## config.mk

```make
export PLATFORM = sky130hd
export DESIGN_NAME = rpc_div_pipe
export DESIGN_NICKNAME = d
export VERILOG_FILES = /design/src/design/rpc_pkg.sv /design/src/design/rpc_div_pipe.sv
export SDC_FILE = /design/constraint.sdc
export NUM_CORES = 2
export LEC_CHECK = 0
export BUFFER_PORTS_ARGS = -buffer_cell sky130_fd_sc_hd__buf_2
export CAP_MARGIN = 20
export CELL_PAD_IN_SITES_DETAIL_PLACEMENT = 1
export CELL_PAD_IN_SITES_GLOBAL_PLACEMENT = 2
export CORE_MARGIN = 3
export CORE_UTILIZATION = 30
export CTS_CLUSTER_DIAMETER = 80
export DETAILED_ROUTE_END_ITERATION = 8
export PLACE_DENSITY = 0.65
export SYNTH_ARGS = -nofsm -noshare
export SYNTH_HDL_FRONTEND = slang
export SYNTH_SLANG_ARGS = --single-unit
```

## constraint.sdc

```tcl
create_clock -name clk -period 3.6 [get_ports clk]
set_input_delay 0.72 -clock clk [delete_from_list [all_inputs] [get_ports clk]]
set_output_delay 0.72 -clock clk [all_outputs]
set_load 0.1 [all_outputs]
```

## src/design/rpc_pkg.sv

```systemverilog
// Shared types and constants of the RGBA pixel compositor.
// No dependencies; used by the compositor, skid, front and divider modules.
package rpc_pkg;

	localparam int unsigned CH_W     = 8;
	localparam int unsigned NUM_CH   = 3;
	localparam int unsigned PROD_W   = 2 * CH_W;
	localparam int unsigned NUM_W    = PROD_W + CH_W + 1;
	localparam int unsigned ALPHA_W  = PROD_W + 1;
	localparam int unsigned RECIP_W  = CH_W + 1;
	localparam int unsigned AMUL_W   = ALPHA_W + RECIP_W;
	localparam int unsigned DSH_PAD  = NUM_W - PROD_W - CH_W + 1;

	localparam logic [1:0] OP_COPY    = 2'd0;
	localparam logic [1:0] OP_BLEND   = 2'd1;
	localparam logic [1:0] OP_FLATTEN = 2'd2;
	localparam logic [1:0] OP_NONE    = 2'd3;

	localparam int unsigned CFG_IDX_W = 2;
	localparam logic [CFG_IDX_W-1:0] CFG_BG_RED   = 2'd0;
	localparam logic [CFG_IDX_W-1:0] CFG_BG_GREEN = 2'd1;
	localparam logic [CFG_IDX_W-1:0] CFG_BG_BLUE  = 2'd2;

	localparam int unsigned CH_RED   = 0;
	localparam int unsigned CH_GREEN = 1;
	localparam int unsigned CH_BLUE  = 2;

	localparam logic [CH_W-1:0]    CH_MAX     = 8'd255;
	localparam logic [PROD_W-1:0]  FLAT_BIAS  = 16'd128;
	localparam logic [ALPHA_W-1:0] ALPHA_BIAS = 17'd127;
	localparam logic [ALPHA_W-1:0] ALPHA_DIV  = 17'd255;
	localparam logic [RECIP_W-1:0] RECIP_255  = 9'd257;

	typedef logic [NUM_CH-1:0][CH_W-1:0]   rgb_t;
	typedef logic [NUM_CH-1:0][PROD_W-1:0] prod3_t;
	typedef logic [NUM_CH-1:0][NUM_W-1:0]  num_t;

	typedef struct packed {
		rgb_t            rgb;
		logic [CH_W-1:0] alpha;
	} pix_t;

	typedef struct packed {
		logic [1:0] op;
		pix_t       src;
		pix_t       dst;
		logic       last;
	} in_word_t;

	// Result known before the divider, plus whether the divider supplies the colors.
	typedef struct packed {
		pix_t res;
		logic use_div;
		logic last;
	} side_t;

	typedef struct packed {
		num_t              num;
		logic [PROD_W-1:0] denom;
		side_t             side;
	} div_in_t;

endpackage

```

## src/design/rpc_div_pipe.sv

```systemverilog
// Pipelined restoring divider of the RGBA pixel compositor, one quotient bit per stage.
// Depends on rpc_pkg; takes words from rpc_front and picks the final pixel.
module rpc_div_pipe (
	input  logic             clk,
	input  logic             arst_n,
	input  logic             en,
	input  logic             din_valid,
	input  rpc_pkg::div_in_t din,
	output logic             dout_valid,
	output rpc_pkg::pix_t    dout,
	output logic             dout_last
);

	localparam int unsigned Steps = rpc_pkg::CH_W;

	rpc_pkg::num_t              rem_s  [Steps];
	rpc_pkg::rgb_t              quo_s  [Steps];
	logic [rpc_pkg::PROD_W-1:0] den_s  [Steps];
	rpc_pkg::side_t             side_s [Steps];
	logic                       vld_s  [Steps];

	for (genvar k = 0; k < Steps; k++) begin : g_stage
		rpc_pkg::num_t              rem_in;
		rpc_pkg::rgb_t              quo_in;
		logic [rpc_pkg::PROD_W-1:0] den_in;
		rpc_pkg::side_t             side_in;
		logic                       vld_in;
		logic [rpc_pkg::NUM_W-1:0]  dsh;
		rpc_pkg::num_t              rem_nx;
		rpc_pkg::rgb_t              quo_nx;

		if (k == 0) begin : g_head
			assign rem_in  = din.num;
			assign quo_in  = '0;
			assign den_in  = din.denom;
			assign side_in = din.side;
			assign vld_in  = din_valid;
		end else begin : g_body
			assign rem_in  = rem_s[k-1];
			assign quo_in  = quo_s[k-1];
			assign den_in  = den_s[k-1];
			assign side_in = side_s[k-1];
			assign vld_in  = vld_s[k-1];
		end

		// The remainder shifts left each step, so the divisor stays at one fixed offset.
		assign dsh = {{rpc_pkg::DSH_PAD{1'b0}}, den_in, {(rpc_pkg::CH_W-1){1'b0}}};

		always_comb begin
			logic [rpc_pkg::NUM_W-1:0] diff;
			diff = '0;
			for (int c = 0; c < rpc_pkg::NUM_CH; c++) begin
				if (rem_in[c] >= dsh) begin
					diff      = rem_in[c] - dsh;
					quo_nx[c] = {quo_in[c][rpc_pkg::CH_W-2:0], 1'b1};
				end else begin
					diff      = rem_in[c];
					quo_nx[c] = {quo_in[c][rpc_pkg::CH_W-2:0], 1'b0};
				end
				rem_nx[c] = {diff[rpc_pkg::NUM_W-2:0], 1'b0};
			end
		end

		always_ff @(posedge clk or negedge arst_n) begin
			if (!arst_n) begin
				vld_s[k] <= 1'b0;
			end else if (en) begin
				vld_s[k] <= vld_in;
			end
		end

		always_ff @(posedge clk) begin
			if (en) begin
				rem_s[k]  <= rem_nx;
				quo_s[k]  <= quo_nx;
				den_s[k]  <= den_in;
				side_s[k] <= side_in;
			end
		end
	end

	always_comb begin
		dout = side_s[Steps-1].res;
		if (side_s[Steps-1].use_div) begin
			dout.rgb = quo_s[Steps-1];
		end
	end

	assign dout_last  = side_s[Steps-1].last;
	assign dout_valid = vld_s[Steps-1];

endmodule

```

==> impl_metrics.csv <==
group,metric,value,unit
pwr,total_power,0.0453,W
drt,routed_wl,135000,um
drt,num_vias,31900,
global_routing,track_usage,0.156,
synth,synth_edf_count,933,
cts,htree_levels,3,
synth,async_reset_ff_frac,0.00850,
critical_path,required,4010,ps
drt,drt_iter0_drc,1701,
drt,wl_per_cell,20.4,um
critical_path,path_max_fanout,10,
worst_hold_path,hp-class,"in2reg",
global_routing,top_usage_layer,"met2",
critical_path,critPathMaxStageDelay,550,ps
cts,clockBufferDepth,3,
sta,hold-worst-slack,203,ps
global_routing,grt_pass1_vias,33900,
floorplan,core_region_area,165000,sq um
critical_path,ff2ff_path_depth,9,
layout,layout-drive-gt1-share,0.157,
critical_path,end_kind,"flop",
floorplan,die_y,414,um
drt,drt_pass1_iterations,6,
critical_path,crit_top_cell,"o21ai_0",
layout,seq_area,28200,sq um
sta,final.setup.tns,0,ps
critical_path,crit_family,"compound AO/OA/AOI/OAI gates",
layout,nFillCells,17700,
layout,final_util,0.351,
sta,relSlewSlack,0.390,
pwr,vdd_drop_max,0.394,mV
critical_path,critical_path_class,"reg2reg",
cts,clock_sinks,941,
layout,mostFrequentLayoutCells,"edfxtp_1 (933), ha_1 (384), a21oi_1 (313)",
synth,synthesis.nets,4543,
placed_design,gp_congestion,0.856,
synth,seq_area_frac_synth,0.564,
synth,synth.distinct_cells,85,
critical_path,critPathLaunchType,"flop",
drt,postRouteAntennaNets,0,
synth,ys_seq_elements,941,
layout,final_common_cell,"edfxtp_1",
synth,avgSynthCellArea,12.5,sq um
synth,synthFlopType,"edfxtp_1",
sta,fin_skew,47.9,ps
pwr,p_leak,22.6,nW
global_routing,antenna_found_initial,4,
floorplan,die_width,414,um
drt,drcViolationCount,0,
sta,tightest_slew,892,ps
placed_design,portBuffers,162,
global_routing,met2_usage,0.274,
synth,yosysWarningCount,0,
cts,cts_root_buffer,"clkbuf_16",
cts,clk_latency,700,ps
global_routing,grt_pass1_wl,207000,um
sta,period_needed,3400,ps
pwr,power_density,779,nW/um^2
global_routing,grt_use_met3,0.0191,
critical_path,rrSetupSlack,200,ps
placed_design,place_hpwl,107000,um
layout,layout.nets,4866,
critical_path,crit_path_top_delay_cell,"edfxtp_1",
cts,cts.clk_slew.worst_paths,60,ps
cts,cts_tree,"done",
status,outcome,"complete, no violations",
synth,syn_area,50000,sq um
sta,finalHoldViolations,0,
floorplan,pin_count,163,
floorplan,rows,149,
layout,syn2layout_area_growth,16.2,%
critical_path,path_depth,9,
layout,fin_cells,6613,
sta,max_freq,294,MHz
placed_design,dpl.cell_count,6408,
critical_path,crit_buf_inv,0,
floorplan,start_util,0.302,
critical_path,cp-startpoint,"den_s[1][0]$_DFFE_PP_",
cts,cts-buffers-inserted,108,
critical_path,regToRegStartpoint,"den_s[1][0]$_DFFE_PP_",
critical_path,critical_path.endpoint,"rem_s[2][16]$_DFFE_PP_",
drt,routed_via_density,4.82,
global_routing,grt_max_degree,112,
critical_path,cp_data_arrival_time,3810,ps
critical_path,worstPathCellList,"ha_1 -> fa_1 -> nor2b_1 -> o21ai_0 -> a31oi_1 -> o21ai_0 -> o31ai_1 -> or3_4 -> mux2_2",
floorplan,dieArea,172000,sq um
global_routing,gr-usage-met1,0.199,
sta,finalMaxSlewViolations,0,
synth,syn_inst,4009,
sta,finalCritPeriodShare,0.944,
global_routing,grt-ovfl-total,0,
sta,final-setup-viol-count,0,
critical_path,r2r-end,"rem_s[2][16]$_DFFE_PP_",
layout,multi_input_area,20500,sq um
sta,rsz0062_at_grt,"false",
flow_run,cap_violations,0,
## cell usage after synthesis, drive strengths merged, types with 26 or more instances
library cell | number | share of area
a21o | 139 | 0.021
a21oi | 314 | 0.031
a31oi | 41 | 0.0051
and3 | 26 | 0.0033
buf | 31 | 0.0038
clkbuf | 48 | 0.0036
edfxtp | 933 | 0.56
ha | 384 | 0.096
inv | 260 | 0.020
mux2 | 208 | 0.047
mux2i | 31 | 0.0062
nand2 | 211 | 0.016
nand2b | 61 | 0.0076
nand3 | 53 | 0.0053
nand4 | 48 | 0.0060
nor2 | 237 | 0.018
nor2b | 53 | 0.0066
nor3 | 49 | 0.0050
nor4 | 26 | 0.0033
o21a | 49 | 0.0074
o21ai | 234 | 0.023
o21bai | 38 | 0.0057
xnor2 | 166 | 0.029
xor2 | 86 | 0.015
## worst min-delay path by stage
stage | from | endpoint | slack [ps] | depth (start not counted)
2_1_floorplan | quo_s[0][0]$_DFFE_PP_ | quo_s[0][25]$_DFFE_PP_ | 400 | 0
3_3_place_gp | side_s[0][71]$_DFFE_PP_ | side_s[0][105]$_DFFE_PP_ | 400 | 0
3_5_place_dp | quo_s[0][88]$_DFFE_PP_ | quo_s[1][17]$_DFFE_PP_ | 410 | 0
4_1_cts | din[4] | side_s[0][4]$_DFFE_PP_ | 110 | 1
5_1_grt | din[4] | side_s[0][4]$_DFFE_PP_ | 120 | 1
6_report | din[3] | side_s[0][3]$_DFFE_PP_ | 200 | 1
## through the flow
step	cell area (sq um)	setup slack [ps]
after floorplan	50000	313
after global placement	54500	40.4
after detailed placement	54500	-33.9
after CTS	58100	30.5
after global routing	58100	3.29
final	58100	202
## kinds of logic after synthesis
family	after synthesis	share of synthesized area
AOI/OAI and AO/OA	979	0.122
DFF	941	0.564
and+or+nand+nor	854	0.0848
adders and majority gates	405	0.104
buffers and inverters	339	0.0269
xor gates and xnor gates	252	0.0441
muxes	239	0.0531
## timing repair
item | CTS | global route
hold endpoints to repair | 8 | 0
pin swaps | 0 | 2
hold buffers | 1 | 0
cloned | 0 | 1
setup endpoints to repair | 4 | 47
gates resized for setup | 1 | 6
setup buffers | 1 | 0
## registers in the layout (all words and copies together), names as in the netlist
signal	cells
g_stage.vld_in	7
dout_valid	1
den_s	112
side_s	272
quo_s	108
rem_s	441
## layout make-up
cell class,count,share of cell area
Sequential cell,941,0.486
Multi-Input combinational cell,2730,0.353
Clock buffer,131,0.0490
Tap cell,2189,0.0471
Timing Repair Buffer,291,0.0369
Inverter,260,0.0168
Clock inverter,70,0.0116
Antenna cell,1,0.0000431
## report_power, final
group,internal [W],switching (W)
combinational,0.00785,0.00958
clock,0.00625,0.00451
sequential,0.0154,0.00162
## metal layers
metal  up-vias  wire length (um)  share of wire
met1     15500             60300           0.45
met3       181              3250          0.024
li1      15800                 -              -
met2       415             66800           0.50
met4         0              4300          0.032
met5         -                 0              0
Power figures use the tool's default switching activity.
