[src/design/rpc_pkg.sv]
// Shared types and constants of the RGBA pixel compositor.
// No dependencies; used by the compositor, skid, front and divider modules.
package rpc_pkg;

	localparam int unsigned CH_W     = 8;
	localparam int unsigned NUM_CH   = 3;
	localparam int unsigned PROD_W   = 2 * CH_W;
	localparam int unsigned NUM_W    = PROD_W + CH_W + 1;
	localparam int unsigned ALPHA_W  = PROD_W + 1;
	localparam int unsigned RECIP_W  = CH_W + 1;
	localparam int unsigned AMUL_W   = ALPHA_W + RECIP_W;
	localparam int unsigned DSH_PAD  = NUM_W - PROD_W - CH_W + 1;

	localparam logic [1:0] OP_COPY    = 2'd0;
	localparam logic [1:0] OP_BLEND   = 2'd1;
	localparam logic [1:0] OP_FLATTEN = 2'd2;
	localparam logic [1:0] OP_NONE    = 2'd3;

	localparam int unsigned CFG_IDX_W = 2;
	localparam logic [CFG_IDX_W-1:0] CFG_BG_RED   = 2'd0;
	localparam logic [CFG_IDX_W-1:0] CFG_BG_GREEN = 2'd1;
	localparam logic [CFG_IDX_W-1:0] CFG_BG_BLUE  = 2'd2;

	localparam int unsigned CH_RED   = 0;
	localparam int unsigned CH_GREEN = 1;
	localparam int unsigned CH_BLUE  = 2;

	localparam logic [CH_W-1:0]    CH_MAX     = 8'd255;
	localparam logic [PROD_W-1:0]  FLAT_BIAS  = 16'd128;
	localparam logic [ALPHA_W-1:0] ALPHA_BIAS = 17'd127;
	localparam logic [ALPHA_W-1:0] ALPHA_DIV  = 17'd255;
	localparam logic [RECIP_W-1:0] RECIP_255  = 9'd257;

	typedef logic [NUM_CH-1:0][CH_W-1:0]   rgb_t;
	typedef logic [NUM_CH-1:0][PROD_W-1:0] prod3_t;
	typedef logic [NUM_CH-1:0][NUM_W-1:0]  num_t;

	typedef struct packed {
		rgb_t            rgb;
		logic [CH_W-1:0] alpha;
	} pix_t;

	typedef struct packed {
		logic [1:0] op;
		pix_t       src;
		pix_t       dst;
		logic       last;
	} in_word_t;

	// Result known before the divider, plus whether the divider supplies the colors.
	typedef struct packed {
		pix_t res;
		logic use_div;
		logic last;
	} side_t;

	typedef struct packed {
		num_t              num;
		logic [PROD_W-1:0] denom;
		side_t             side;
	} div_in_t;

endpackage

[src/design/rpc_front.sv]
// Front stages of the RGBA pixel compositor: weights, numerators, flatten and alpha.
// Depends on rpc_pkg; feeds rpc_div_pipe.
module rpc_front (
	input  logic              clk,
	input  logic              arst_n,
	input  logic              en,
	input  logic              word_valid,
	input  rpc_pkg::in_word_t word,
	input  rpc_pkg::rgb_t     bg,
	output logic              div_valid,
	output rpc_pkg::div_in_t  div_word
);

	rpc_pkg::in_word_t word_s1;
	logic              vld_s1;

	rpc_pkg::in_word_t           word_s2;
	logic [rpc_pkg::PROD_W-1:0]  ws_s2;
	logic [rpc_pkg::PROD_W-1:0]  wd_s2;
	rpc_pkg::prod3_t             sa_s2;
	rpc_pkg::prod3_t             bi_s2;
	logic                        vld_s2;

	rpc_pkg::num_t               num_s3;
	logic [rpc_pkg::PROD_W-1:0]  den_s3;
	rpc_pkg::side_t              side_s3;
	logic                        vld_s3;

	rpc_pkg::num_t               num_s4;
	logic [rpc_pkg::PROD_W-1:0]  den_s4;
	rpc_pkg::side_t              side_s4;
	logic [rpc_pkg::ALPHA_W-1:0] xa_s4;
	logic [rpc_pkg::RECIP_W-1:0] q0_s4;
	logic                        vld_s4;

	logic [rpc_pkg::CH_W-1:0]    inv1;
	logic [rpc_pkg::PROD_W-1:0]  ws1;
	logic [rpc_pkg::PROD_W-1:0]  wd1;
	rpc_pkg::prod3_t             sa1;
	rpc_pkg::prod3_t             bi1;

	rpc_pkg::num_t               num2;
	logic [rpc_pkg::PROD_W-1:0]  den2;
	rpc_pkg::rgb_t               fl2;
	rpc_pkg::side_t              side2;

	logic [rpc_pkg::ALPHA_W-1:0] xa3;
	logic [rpc_pkg::AMUL_W-1:0]  am3;

	logic [rpc_pkg::ALPHA_W-1:0] qm4;
	logic [rpc_pkg::ALPHA_W-1:0] rr4;
	logic [rpc_pkg::RECIP_W-1:0] aq4;

	// Stage 1: source and destination weights, flatten products.
	always_comb begin
		inv1 = rpc_pkg::CH_MAX - word_s1.src.alpha;
		ws1  = {word_s1.src.alpha, {rpc_pkg::CH_W{1'b0}}}
			- {{rpc_pkg::CH_W{1'b0}}, word_s1.src.alpha};
		wd1  = word_s1.dst.alpha * inv1;
		for (int c = 0; c < rpc_pkg::NUM_CH; c++) begin
			sa1[c] = word_s1.src.rgb[c] * word_s1.src.alpha;
			bi1[c] = bg[c] * inv1;
		end
	end

	// Stage 2: blend numerators and denominator, flatten rounding, bypass results.
	always_comb begin
		logic [rpc_pkg::NUM_W-2:0]  pa;
		logic [rpc_pkg::NUM_W-2:0]  pb;
		logic [rpc_pkg::PROD_W:0]   dsum;
		logic [rpc_pkg::PROD_W:0]   fx;
		logic [rpc_pkg::PROD_W-1:0] ft;
		logic [rpc_pkg::PROD_W:0]   fr;
		pa   = '0;
		pb   = '0;
		fx   = '0;
		ft   = '0;
		fr   = '0;
		for (int c = 0; c < rpc_pkg::NUM_CH; c++) begin
			pa      = ws_s2 * word_s2.src.rgb[c];
			pb      = wd_s2 * word_s2.dst.rgb[c];
			num2[c] = {1'b0, pa} + {1'b0, pb};
			// Rounded divide by 255: t = x + 128, then (t + t/256) / 256.
			fx      = {1'b0, sa_s2[c]} + {1'b0, bi_s2[c]};
			ft      = fx[rpc_pkg::PROD_W-1:0] + rpc_pkg::FLAT_BIAS;
			fr      = {1'b0, ft}
				+ {{(rpc_pkg::CH_W+1){1'b0}}, ft[rpc_pkg::PROD_W-1:rpc_pkg::CH_W]};
			fl2[c]  = fr[rpc_pkg::PROD_W-1:rpc_pkg::CH_W];
		end
		dsum = {1'b0, ws_s2} + {1'b0, wd_s2};
		den2 = dsum[rpc_pkg::PROD_W-1:0];

		side2.last    = word_s2.last;
		side2.use_div = 1'b0;
		side2.res     = word_s2.dst;
		case (word_s2.op)
			rpc_pkg::OP_COPY: begin
				side2.res = word_s2.src;
			end
			rpc_pkg::OP_BLEND: begin
				if (word_s2.src.alpha == rpc_pkg::CH_MAX) begin
					side2.res.rgb   = word_s2.src.rgb;
					side2.res.alpha = rpc_pkg::CH_MAX;
				end else if (word_s2.src.alpha != '0) begin
					side2.use_div = 1'b1;
				end
			end
			rpc_pkg::OP_FLATTEN: begin
				side2.res.rgb   = fl2;
				side2.res.alpha = rpc_pkg::CH_MAX;
			end
			rpc_pkg::OP_NONE: begin
			end
			default: begin
			end
		endcase
	end

	// Stage 3: estimate of (denom + 127) / 255 by the reciprocal 257 / 65536.
	always_comb begin
		xa3 = {1'b0, den_s3} + rpc_pkg::ALPHA_BIAS;
		am3 = xa3 * rpc_pkg::RECIP_255;
	end

	// Stage 4 output: the estimate is low by at most one, so one compare corrects it.
	always_comb begin
		qm4 = {q0_s4, {rpc_pkg::CH_W{1'b0}}} - {{rpc_pkg::CH_W{1'b0}}, q0_s4};
		rr4 = xa_s4 - qm4;
		aq4 = (rr4 >= rpc_pkg::ALPHA_DIV) ? q0_s4 + 1'b1 : q0_s4;

		div_word.num   = num_s4;
		div_word.denom = den_s4;
		div_word.side  = side_s4;
		if (side_s4.use_div) begin
			div_word.side.res.alpha = aq4[rpc_pkg::CH_W-1:0];
		end
	end

	assign div_valid = vld_s4;

	always_ff @(posedge clk or negedge arst_n) begin
		if (!arst_n) begin
			vld_s1 <= 1'b0;
			vld_s2 <= 1'b0;
			vld_s3 <= 1'b0;
			vld_s4 <= 1'b0;
		end else if (en) begin
			vld_s1 <= word_valid;
			vld_s2 <= vld_s1;
			vld_s3 <= vld_s2;
			vld_s4 <= vld_s3;
		end
	end

	always_ff @(posedge clk) begin
		if (en) begin
			word_s1 <= word;

			word_s2 <= word_s1;
			ws_s2   <= ws1;
			wd_s2   <= wd1;
			sa_s2   <= sa1;
			bi_s2   <= bi1;

			num_s3  <= num2;
			den_s3  <= den2;
			side_s3 <= side2;

			num_s4  <= num_s3;
			den_s4  <= den_s3;
			side_s4 <= side_s3;
			xa_s4   <= xa3;
			q0_s4   <= am3[rpc_pkg::AMUL_W-2:rpc_pkg::PROD_W];
		end
	end

endmodule

[config.mk]
export PLATFORM = sky130hd
export DESIGN_NAME = rpc_front
export DESIGN_NICKNAME = d
export VERILOG_FILES = /design/src/design/rpc_pkg.sv /design/src/design/rpc_front.sv
export SDC_FILE = /design/constraint.sdc
export NUM_CORES = 2
export LEC_CHECK = 0
export ABC_AREA = 1
export BUFFER_PORTS_ARGS = -buffer_cell sky130_fd_sc_hd__buf_2
export CORE_ASPECT_RATIO = 1.4
export CORE_MARGIN = 2
export CORE_UTILIZATION = 55
export CTS_BUF_LIST = sky130_fd_sc_hd__clkbuf_16
export DETAILED_ROUTE_END_ITERATION = 7
export PLACE_DENSITY = 0.81
export SLEW_MARGIN = 20
export SYNTH_ARGS = -nofsm -noshare
export SYNTH_HDL_FRONTEND = slang
export SYNTH_SLANG_ARGS = --single-unit
export TNS_END_PERCENT = 20
[constraint.sdc]
create_clock -name clk -period 13.8 [get_ports clk]
set_input_delay 1.38 -clock clk [delete_from_list [all_inputs] [get_ports clk]]
set_output_delay 1.38 -clock clk [all_outputs]
set_load 0.02 [all_outputs]
==> summary.md <==
| Metric | Value |
|---|---|
| Status | complete, no violations |
| Setup WS pre-CTS | 6.880 ns |
| CTS Buf Count | 58 |
| Maximum Capacitance Violations | 0 |
| Synth area leaders | fa_1 28%, edfxtp_1 25%, ha_1 13%, inv_1 11%, nand2_1 9.8% |
| Synth Flop Type | edfxtp_1 |
| Multi-input logic area | 39460 um^2 |
| Core Area | 114800 um^2 |
| Starting Density | 55.52% |
| Routed WL | 167100 um |
| Reg clk slew, reported paths | 0.07 ns |
| Die Ht | 406.7 um |
| Max-slew violations | 0 |
| Post-synth EDFFs | 537 |
| Actual slew at the worst max-slew pin | 1.163 ns |
| Count of final setup violators | 0 |
| Share of layout cells above drive strength 1 | 5.737% |
| Post-route setup TNS | 0 ns |
| Htree depth | 2 |
| Drt first pass iters | 8 |
| Slew headroom | 22.50% |
| Via-to-Cell Ratio | 5.476 |
| Post-CTS setup buffer count | 0 |
| Crit start category | register |
| Cell Rows | 147 |
| CP Data Arrival Time | 7.66 ns |
| Seq/Total Area, Yosys | 25.46% |
| CP Class | register to register |
| Top cell type by total area after synthesis | fa_1 |
| Total track usage | 28.80% |
| Worst clock skew | 0.1043 ns |
| Top cells by count, synth | 1817 x inv_1, 1657 x nand2_1, 884 x fa_1, 651 x ha_1, 537 x edfxtp_1 |
| Synth Area per Inst | 8.897 um^2 |
| Clock Latency Late Sink | 0.73 ns |
| Area after DPL | 65960 um^2 |
| Post-route ant nets | 0 |
| # resized after CTS | 0 |
| Initial antenna violation count | 9 |
| Most frequent cell after synthesis | inv_1 |
| DP HPWL | 128900 um |
| Drt drc | 0 |
| P&R area growth vs syn | 6.780% |
| Clock sink count | 541 |
| Clock Root Buffer | clkbuf_16 |
| PnR worst setup slack | 6.513 ns |
| Register area | 16230 um^2 |
| Max frequency | 137.2 MHz |
| Vias in the first global route | 51260 |
| Largest net degree at the start of global routing | 122 |
| Area share of the largest cell type after synthesis | 27.77% |
| # fillers | 9553 |
| Wire per inst | 19.07 um |
| Port bufs | 220 |
| Yosys reg bits | 541 |
| Fin crit period | 7.287 ns |
| Critical path fanouts, max | 25 |
| Vias | 47970 |
| Setup crit end kind | register |
| Hold-fix buffers at CTS | 0 |
| CTS tree | built |
| Post-synthesis net count | 8792 |
| FFs w/ async S/R, synth | 0.7394% |
| CTS Buffer Depth | 3 |
| Fin nets | 8849 |
| First-pass GRT wire length | 264900 um |
| Fin crit share | 52.80% |
| Worst hold slack | 0.4146 ns |
| Hold Vio Cnt, Final | 0 |
| IO Pins | 221 |
| Gpl congestion | 0.9708 |
| Netlist Area Pre-Place | 63720 um^2 |
| Cell count after synthesis | 7162 |
| Cell area after layout | 68040 um^2 |
| DR iter-0 viols | 3689 |
| Syn. warnings | 0 |
| Netlist cell types | 52 |
| Final global-route overflow total | 0 |
| Die X | 291.7 um |
| Die Footprint | 118600 um^2 |
| Worst Path Required | 14.17 ns |
| Hold WC Path Type | register to register |
| RSZ-0062 raised after global routing | no |
==> cell usage in the layout, fill, tap and decap left out, drive strengths merged, types with 2 or more instances in the layout <==
| cell | instances |
|---|---|
| nor2 | 374 |
| nor4 | 8 |
| ha | 651 |
| a21boi | 7 |
| nand4 | 48 |
| buf | 282 |
| o31ai | 2 |
| o21ai | 144 |
| nor3 | 22 |
| o2111ai | 15 |
| xnor2 | 75 |
| o211a | 2 |
| fa | 884 |
| a21oi | 245 |
| nand3 | 156 |
| diode | 2 |
| xor2 | 138 |
| clkinvlp | 7 |
| and2 | 4 |
| o221ai | 3 |
| nand3b | 3 |
| a31oi | 15 |
| inv | 1828 |
| nand2 | 1670 |
| clkinv | 27 |
| o21bai | 16 |
| clkbuf | 58 |
| o21a | 5 |
| or2 | 2 |
| a211oi | 9 |
| nor3b | 2 |
| dfrtp | 4 |
| a21o | 12 |
| bufinv | 10 |
| edfxtp | 537 |
==> layer usage <==
layer  wire, um  share of wire, %  vias up  GRT usage [%]
li1           -                 -    21690              -
met1      58910                35    23340          32.67
met2      82700                49     2223          50.68
met3      13010               7.8      717          4.207
met4      12450               7.5        2          19.04
met5          9            0.0054        -              0
==> final timing paths <==
check | slack, ns | endpoint | from | cells after the start
setup / recovery | 6.51 | num_s3[19] | wd_s2[8] | 20
hold / removal | 0.41 | div_word[108] | num_s3[58] | 0
setup reg to reg | 6.51 | num_s3[19] | wd_s2[8] | 20
hold reg to reg | 0.41 | div_word[108] | num_s3[58] | 0
max in group asynchronous | 13.21 | div_valid | arst_n | 1
min in group asynchronous | 0.47 | vld_s1 | arst_n | 1
==> cell families after synthesis <==
family                   after synthesis  synth area share (%)
AND/OR/NAND/NOR                     2290                 14.28
XOR/XNOR                             213                 2.957
flip-flops                           541                 25.46
AO/OA/AOI/OAI                        477                 4.133
buffers and inverters               2106                 12.61
adder cells (fa/ha/maj)             1535                 40.56
==> final cells by class <==
| type | instances | area share, % |
|---|---|---|
| timing repair buffer | 282 | 2.317 |
| multi-input combinational | 4515 | 57.99 |
| antenna | 2 | 0.007356 |
| tap | 1490 | 2.740 |
| sequential | 541 | 23.85 |
| clock buffer | 58 | 2.133 |
| inverter | 1821 | 10.05 |
| clock inverter | 51 | 0.9140 |
==> stage by stage <==
stage | cells | utilization, %
5_1_grt | 8758 | 59.28
3_3_place_gp | 8649 | 57.47
2_1_floorplan | 7162 | -
3_5_place_dp | 8649 | 57.47
4_1_cts | 8758 | 59.28
6_report | 8760 | 59.28
==> flip-flops by register name (all words and copies together), names as in the netlist, 17 cells and up <==
register / flops
word_s1: 67
bi_s2: 48
xa_s4: 17
div_word: 101
word_s2: 66
side_s3: 34
num_s3: 75
sa_s2: 48
==> worst max-delay path, cell delays in order (launching register included) <==
cell and delay [ns]:
edfxtp_1 1.09, nand2_1 0.18, fa_1 0.56, inv_1 0.05, fa_1 0.48, fa_1 0.60, fa_1 0.44, fa_1 0.49
inv_1 0.05, fa_1 0.47, inv_1 0.04, ha_1 0.34, nand2_1 0.08, nor2_1 0.57, nand2_1 0.11, nand2_1 0.12
a21boi_1 0.10, o21ai_0 0.51, a21boi_1 0.26, o21ai_0 0.30, xor2_1 0.11
Power is left out: the tool's default activity adds up to more than one toggle a clock period on the data nets, which glitch-free logic cannot reach.
