$ cat config.mk
export PLATFORM = sky130hd
export DESIGN_NAME = rpc_skid
export DESIGN_NICKNAME = d
export VERILOG_FILES = /design/src/design/rpc_pkg.sv /design/src/design/rpc_skid.sv
export SDC_FILE = /design/constraint.sdc
export NUM_CORES = 1
export LEC_CHECK = 0
export BUFFER_PORTS_ARGS = -buffer_cell sky130_fd_sc_hd__buf_2
export CAP_MARGIN = 20
export CORE_MARGIN = 1.5
export CORE_UTILIZATION = 50
export DETAILED_ROUTE_END_ITERATION = 12
export GPL_TIMING_DRIVEN = 0
export PLACE_DENSITY_LB_ADDON = 0.25
export RECOVER_POWER = 50
export SYNTH_ARGS = -nofsm -noshare
export SYNTH_HDL_FRONTEND = slang
export SYNTH_SLANG_ARGS = --single-unit
$ cat constraint.sdc
create_clock -name clk -period 14.4 [get_ports clk]
set_input_delay 2.16 -clock clk [delete_from_list [all_inputs] [get_ports clk]]
set_output_delay 2.16 -clock clk [all_outputs]
set_load 0.01 [all_outputs]
$ cat src/design/rpc_pkg.sv
// Shared types and constants of the RGBA pixel compositor.
// No dependencies; used by the compositor, skid, front and divider modules.
package rpc_pkg;

	localparam int unsigned CH_W     = 8;
	localparam int unsigned NUM_CH   = 3;
	localparam int unsigned PROD_W   = 2 * CH_W;
	localparam int unsigned NUM_W    = PROD_W + CH_W + 1;
	localparam int unsigned ALPHA_W  = PROD_W + 1;
	localparam int unsigned RECIP_W  = CH_W + 1;
	localparam int unsigned AMUL_W   = ALPHA_W + RECIP_W;
	localparam int unsigned DSH_PAD  = NUM_W - PROD_W - CH_W + 1;

	localparam logic [1:0] OP_COPY    = 2'd0;
	localparam logic [1:0] OP_BLEND   = 2'd1;
	localparam logic [1:0] OP_FLATTEN = 2'd2;
	localparam logic [1:0] OP_NONE    = 2'd3;

	localparam int unsigned CFG_IDX_W = 2;
	localparam logic [CFG_IDX_W-1:0] CFG_BG_RED   = 2'd0;
	localparam logic [CFG_IDX_W-1:0] CFG_BG_GREEN = 2'd1;
	localparam logic [CFG_IDX_W-1:0] CFG_BG_BLUE  = 2'd2;

	localparam int unsigned CH_RED   = 0;
	localparam int unsigned CH_GREEN = 1;
	localparam int unsigned CH_BLUE  = 2;

	localparam logic [CH_W-1:0]    CH_MAX     = 8'd255;
	localparam logic [PROD_W-1:0]  FLAT_BIAS  = 16'd128;
	localparam logic [ALPHA_W-1:0] ALPHA_BIAS = 17'd127;
	localparam logic [ALPHA_W-1:0] ALPHA_DIV  = 17'd255;
	localparam logic [RECIP_W-1:0] RECIP_255  = 9'd257;

	typedef logic [NUM_CH-1:0][CH_W-1:0]   rgb_t;
	typedef logic [NUM_CH-1:0][PROD_W-1:0] prod3_t;
	typedef logic [NUM_CH-1:0][NUM_W-1:0]  num_t;

	typedef struct packed {
		rgb_t            rgb;
		logic [CH_W-1:0] alpha;
	} pix_t;

	typedef struct packed {
		logic [1:0] op;
		pix_t       src;
		pix_t       dst;
		logic       last;
	} in_word_t;

	// Result known before the divider, plus whether the divider supplies the colors.
	typedef struct packed {
		pix_t res;
		logic use_div;
		logic last;
	} side_t;

	typedef struct packed {
		num_t              num;
		logic [PROD_W-1:0] denom;
		side_t             side;
	} div_in_t;

endpackage

$ cat src/design/rpc_skid.sv
// Input skid register of the RGBA pixel compositor.
// Depends on rpc_pkg for the input word type.
module rpc_skid (
	input  logic              clk,
	input  logic              arst_n,
	input  logic              en,
	input  logic              in_valid,
	output logic              in_stall,
	input  rpc_pkg::in_word_t din,
	output logic              dout_valid,
	output rpc_pkg::in_word_t dout
);

	logic              full_q;
	rpc_pkg::in_word_t buf_q;

	assign in_stall   = full_q;
	assign dout_valid = full_q | in_valid;
	assign dout       = full_q ? buf_q : din;

	always_ff @(posedge clk or negedge arst_n) begin
		if (!arst_n) begin
			full_q <= 1'b0;
		end else if (en) begin
			full_q <= 1'b0;
		end else if (in_valid && !full_q) begin
			full_q <= 1'b1;
		end
	end

	// A word arriving while the pipeline holds is parked here.
	always_ff @(posedge clk) begin
		if (!en && in_valid && !full_q) begin
			buf_q <= din;
		end
	end

endmodule

==> flow_summary_export.csv, run 1 <==
group,metric,value,unit
worst_setup_path,worst-path-max-fanout,2,
power,power_frac_clock,28.7,%
global_routing,grt_pass1_vias,1853,
yosys,synthAdderAreaFrac,0,%
worst_setup_path,critPathCaptureType,"output pin",
clocking,cts_resized,0,
drt,drc,0,
finish,nets,372,
drt,finalWirelength,5905,µm
finish,syn_to_final_growth,28.89,%
worst_setup_path,worstSetupPathType,"in2out",
worst_setup_path,cp_slowest_cell,"mux2_4",
floorplan,die_y,83.17,µm
timing,hold_ws,0.9418,ns
clocking,clock_latency,0.34,ns
timing,worst_slew_pin_slew,1.653,ns
yosys,synth_compound_area_share,0.3115,%
floorplan,start_util,51.19,%
worst_setup_path,crit_chain,"clkbuf_1, mux2_4, buf_2",
worst_setup_path,slowest_delay,0.28,ns
worst_setup_path,start_kind,"input port",
global_routing,grt.met2_usage,27.35,%
yosys,synthDistinctLibCells,9,
floorplan,ios,140,
drt,wl_per_cell,15.50,µm
global_routing,grtUsageMet1,22.55,%
timing,drv_slew,14,
clocking,cts_tree,"yes",
global_routing,overflow,0,
clocking,holdBufCountCts,0,
worst_setup_path,required,12.24,ns
drt,vias_per_cell,4.753,
worst_setup_path,rr_worst_depth,6,
place,port_buffers,139,
yosys,yosysTopAreaCellShare,62.62,%
floorplan,die_w,83.17,µm
drt,antenna_left,0,
place,dp_cells,367,
global_routing,grt_first_pass_wirelength,9335,µm
yosys,yosys.area.top_type,"edfxtp_1",
power,p_per_area,104.5,mW/mm²
power,ir_drop,0.06944,mV
power,leakage,1.751,nW
global_routing,use_met3,5.666,%
drt,dr.pass1.iters,4,
yosys,synthMuxAreaShare,31.31,%
power,comb_power_share,18.4,%
outcome,outcome,"finished, violations left",
yosys,seq_area_frac_synth,63.40,%
worst_setup_path,cp.arrival,2.69,ns
clocking,clockBufferDepth,2,
power,switching_share,23.50,%
timing,fmaxAchievable,206.2,MHz
timing,tns,0,ns
flow_run,cap_violations,1,
drt,via_count,1811,
yosys,ys_seq_elements,68,
yosys,yosysWarningCount,0,
power,p_total,0.4326,mW
timing,hold_viol,0,
finish,fillers,472,
power,p_int,0.3310,mW
timing,grt_setup_unrepaired,"no",
yosys,synth_fp_nets,217,
yosys,synthCells,146,
yosys,syn_avg_cell_area,22.01,µm²
timing,setup_viol,0,
min_path,holdPathStages,3,
drt,drt_iter0_drc,79,
clocking,htree_levels,3,
yosys,synth_top_family_by_area,"multiplexers",
yosys,synth_simple_gate_area_share,0.4283,%
global_routing,antenna_found_initial,0,
power,seqPwrFrac,52.9,%
outcome,violations,"capacitance limit, slew limit",
timing,skew,0.009369,ns
finish,regArea,0.002037,mm²
global_routing,grt_max_degree,14,
finish,drive_above_1_share,61.51,%
finish,multi_input_area,0.001030,mm²
global_routing,grt_use_total,17.72,%
yosys,syn_area,0.003213,mm²
finish,antenna_cells,0,
yosys,synthTopCellsByArea,"edfxtp_1 (63%), mux2_4 (31%), buf_12 (3.7%)",
finish,fin_cells,381,
global_routing,busiest_layer,"met2",
clocking,path_clk_slew,0.07,ns
floorplan,fp-row-count,29,
clocking,cts.sinks,68,
min_path,hold_path_class,"reg2reg",
floorplan,coreArea,0.006277,mm²
clocking,numCtsBuffers,9,
timing,relSlewSlack,-10.43,%
yosys,synthXorXnorAreaFrac,0,%
clocking,root_buffer,"clkbuf_8",
timing,period_share,33.67,%
place,dp_hpwl,4503,µm
place,gp_congestion,0.7056,
floorplan,dieArea,0.006916,mm²
clocking,post_cts_buffers,0,
power,p_switching,0.1017,mW
finish,final_cell_mix,"buf_2 (95), mux2_4 (67), edfxtp_1 (67), clkbuf_1 (46), clkbuf_8 (9)",
timing,fin_crit,4.849,ns
finish,final_common_cell,"buf_2",
-- power groups by stage --
stage	registers [mW]	clock network, mW	logic (mW)
6_report	0.229	0.124	0.0797
5_1_grt	0.229	0.136	0.0852
4_1_cts	0.229	0.129	0.0832
3_5_place_dp	0.233	0	0.0829
3_3_place_gp	0.234	0	0.0795
2_1_floorplan	0.234	0	0.0506
-- per-layer routing --
metal	vias up	part of all wire, %
li1	883	-
met1	822	42
met2	93	48
met3	13	8.3
met4	0	2.3
met5	-	0
-- registers in the layout, indices dropped and copies added (netlist names) --
register and count:
in_stall 1, buf_q 67
-- worst max-delay path, delay by kind of cell --
family | cells | cell delay (ns)
buffers and inverters | 2 | 0.25
muxes | 1 | 0.28
-- Yosys cell counts --
| cell type | count |
|---|---|
| edfxtp_1 | 67 |
| mux2_4 | 67 |
| buf_12 | 6 |
| buf_6 | 1 |
| buf_8 | 1 |
| dfrtp_1 | 1 |
| nor3b_1 | 1 |
| o21ba_2 | 1 |
| or2_2 | 1 |
-- path summary, 6_finish.rpt --
path / start / to / slack (ns)
min in group asynchronous: arst_n / in_stall / 1.58
max in group asynchronous: arst_n / in_stall / 12.74
max: din[10] / dout[10] / 9.55
max reg2reg: in_stall / buf_q[39] / 11.08
min reg2reg: in_stall / in_stall / 0.94
min: in_stall / in_stall / 0.94
-- kinds of logic (layout without fill, tap and decap cells) --
kind of cell / count (synthesis) / after routing
DFF: 68 / 68
muxes: 67 / 67
buffers and inverters: 8 / 166
and+or+nand+nor: 2 / 2
AOI/OAI and AO/OA: 1 / 1
-- stage by stage --
step | setup WS (ns) | area (µm²) | util, %
finish | 9.551 | 4141 | 65.98
global route | 9.534 | 4141 | 65.98
CTS | 9.549 | 4217 | 67.17
detailed placement | 9.553 | 4070 | 64.84
global placement | 4.736 | 4005 | 63.80
floorplan | 6.785 | 3213 | -
-- area by class of cell --
| class | instances | share of cell area (%) |
|---|---|---|
| multi-input combinational | 70 | 24.86 |
| sequential | 68 | 49.18 |
| clock buffer | 10 | 3.082 |
| buffer | 8 | 3.535 |
| clock inverter | 4 | 0.4532 |
| timing repair buffer | 144 | 16.56 |
| tap | 77 | 2.326 |
Power figures use the tool's default switching activity.
==> run 2, diff against run 1 <==
--- a/config.mk
+++ b/config.mk
@@ -8,7 +8,7 @@
 export BUFFER_PORTS_ARGS = -buffer_cell sky130_fd_sc_hd__buf_2
 export CAP_MARGIN = 20
 export CORE_MARGIN = 1.5
-export CORE_UTILIZATION = 50
+export CORE_UTILIZATION = 47
 export DETAILED_ROUTE_END_ITERATION = 12
 export GPL_TIMING_DRIVEN = 0
 export PLACE_DENSITY_LB_ADDON = 0.25
==> constraint.sdc (replaced) <==
create_clock -name clk -period 4.7 [get_ports clk]
set_input_delay 0.705 -clock clk [delete_from_list [all_inputs] [get_ports clk]]
set_output_delay 0.705 -clock clk [all_outputs]
set_load 0.01 [all_outputs]
==> run 2 against run 1 <==
  * The flow now finishes without violations
  * Worst hold slack got worse by 0.81 ns
  * Sequential share of layout area about the same
  * Global-route usage decreased by 0.95 points
  * Worst setup slack got worse by 8.0 ns
  * Clock power increased to 3.1 times the previous value
  * Wire length increased by 0.22%
  * Final cell count unchanged
  * Via count increased by 3.4%
  * Final area about the same
  * Count of clock-buffer cells in the layout increased by 2
  * Highest routed layer unchanged
  * Utilization decreased by 2.2 points
  * Power increased to 3.1 times the previous value
==> flow_summary_export.csv, run 2 (same netlist as run 1, synthesis figures left out) <==
group,metric,value,unit
place,port_buffers,139,
worst_setup_path,crit_start,"in_stall",
place,dp_hpwl,4466,µm
worst_setup_path,path_depth,4,
place,dpl_worst_slack,2.422,ns
power,leakage,1.751,nW
timing,fin_crit,3.169,ns
finish,nets,370,
finish,final_cell_mix,"buf_2 (99), mux2_4 (67), edfxtp_1 (67), clkbuf_1 (46), clkbuf_8 (9)",
worst_setup_path,crit_chain,"clkbuf_1, clkbuf_1, mux2_4, buf_2",
power,ir_drop,0.1977,mV
min_path,hold_path_class,"in2async",
power,p_per_area,320.7,mW/mm²
finish,final_area,0.004145,mm²
flow_run,cap_violations,0,
global_routing,grt_max_degree,20,
worst_setup_path,cp_top_family,"buffers and inverters",
clocking,holdBufCountCts,0,
floorplan,die_w,85.68,µm
floorplan,fp-row-count,29,
floorplan,coreArea,0.006495,mm²
clocking,post_cts_buffers,0,
worst_setup_path,path_buf_inv,3,
finish,largest_reg_flops,67,
worst_setup_path,slowest_delay,0.68,ns
finish,antenna_cells,0,
finish,drive_above_1_share,61.51,%
timing,setup_viol,0,
worst_setup_path,cp_slowest_cell,"clkbuf_1",
drt,vias_per_cell,4.916,
floorplan,die_y,85.68,µm
drt,via_count,1873,
floorplan,ios,140,
worst_setup_path,cp.arrival,2.46,ns
worst_setup_path,required,3.99,ns
timing,grt_setup_unrepaired,"no",
drt,finalWirelength,5918,µm
clocking,cts_resized,0,
floorplan,start_util,49.47,%
worst_setup_path,crit_top_cell,"clkbuf_1",
clocking,htree_levels,3,
drt,wl_per_cell,15.53,µm
timing,skew,0.005254,ns
clocking,cts_tree,"yes",
timing,relSlewSlack,30.81,%
timing,tns,0,ns
finish,syn_to_final_growth,29.01,%
outcome,outcome,"complete, no violations",
timing,period_share,67.43,%
global_routing,overflow,0,
worst_setup_path,start_kind,"register",
finish,final_common_cell,"buf_2",
clocking,numCtsBuffers,9,
clocking,cts.sinks,68,
drt,antenna_left,0,
global_routing,grt_use_total,16.77,%
place,dpl-instance-area,0.004074,mm²
worst_setup_path,r2r_slack,1.54,ns
timing,drv_slew,0,
worst_setup_path,reg2reg_to,"buf_q[13]",
timing,fmaxAchievable,315.6,MHz
global_routing,antenna_found_initial,0,
worst_setup_path,worst-path-max-fanout,10,
clocking,clockBufferDepth,2,
timing,hold_ws,0.1350,ns
clocking,clock_latency,0.33,ns
timing,layout_setup_ws,1.531,ns
worst_setup_path,worstSetupPathType,"reg2out",
clocking,path_clk_slew,0.06,ns
timing,worst_slew_pin_slew,1.038,ns
global_routing,grt_pass1_vias,1950,
worst_setup_path,critPathCaptureType,"output pin",
place,gp_congestion,0.7426,
worst_setup_path,rr_startpoint,"in_stall",
drt,drc,0,
drt,dr.pass1.iters,3,
finish,fillers,503,
global_routing,grt_first_pass_wirelength,9218,µm
timing,hold_viol,0,
drt,drt_iter0_drc,81,
worst_setup_path,rr_worst_depth,4,
floorplan,dieArea,0.007341,mm²
clocking,root_buffer,"clkbuf_8",
finish,largest-register,"buf_q",
==> run 2: cell count changes in the layout (fill, tap and decap cells not counted) <==
cell      previous run  this run
buf_2               95        99
clkinv_1             1         3
buf_1                1         0
buf_8                2         1
clkinv_2             3         1
nor3b_1              1         0
nor3b_4              0         1
buf_16               0         1
buf_6                3         0
==> run 2: worst max-delay path by stage <==
stage / endpoint / slack, ns
floorplan: buf_q[0] / 0.85
global placement: buf_q[51] / -0.29
detailed placement: buf_q[53] / 2.42
CTS: dout[5] / 2.43
global route: buf_q[55] / 1.33
finish: dout[59] / 1.53
==> run 2: final cells by class <==
type                            count  area, µm²  share of cell area, %
Sequential cell                    68       2037                  49.14
Multi-Input combinational cell     70       1041                  25.11
Timing Repair Buffer              142      691.9                  16.69
Clock buffer                       12      135.1                  3.260
Buffer                              8      127.6                  3.079
Tap cell                           77      96.34                  2.324
Clock inverter                      4      16.27                 0.3924
==> run 2: stage by stage <==
step / instances / util (%) / power (mW)
floorplan: 146 / - / 0.8690
detailed placement: 365 / 62.72 / 0.9687
global route: 381 / 63.82 / 1.390
finish: 381 / 63.82 / 1.329
global placement: 362 / 61.74 / 0.9603
CTS: 381 / 65.05 / 1.356
==> run 2: power by group <==
part,total (mW),internal (mW),switching [mW]
clock,0.385,0.186,0.199
combinational,0.244,0.139,0.106
sequential,0.700,0.694,0.00635
total,1.33,1.02,0.311
==> run 2: metal layers <==
metal  share of wire, %  up-vias  GRT usage (%)
met5                  0        -              0
met4                1.6        0          7.771
met3                8.9       10          7.507
met2                 48       86          25.91
met1                 41      893          20.23
li1                   -      884              -
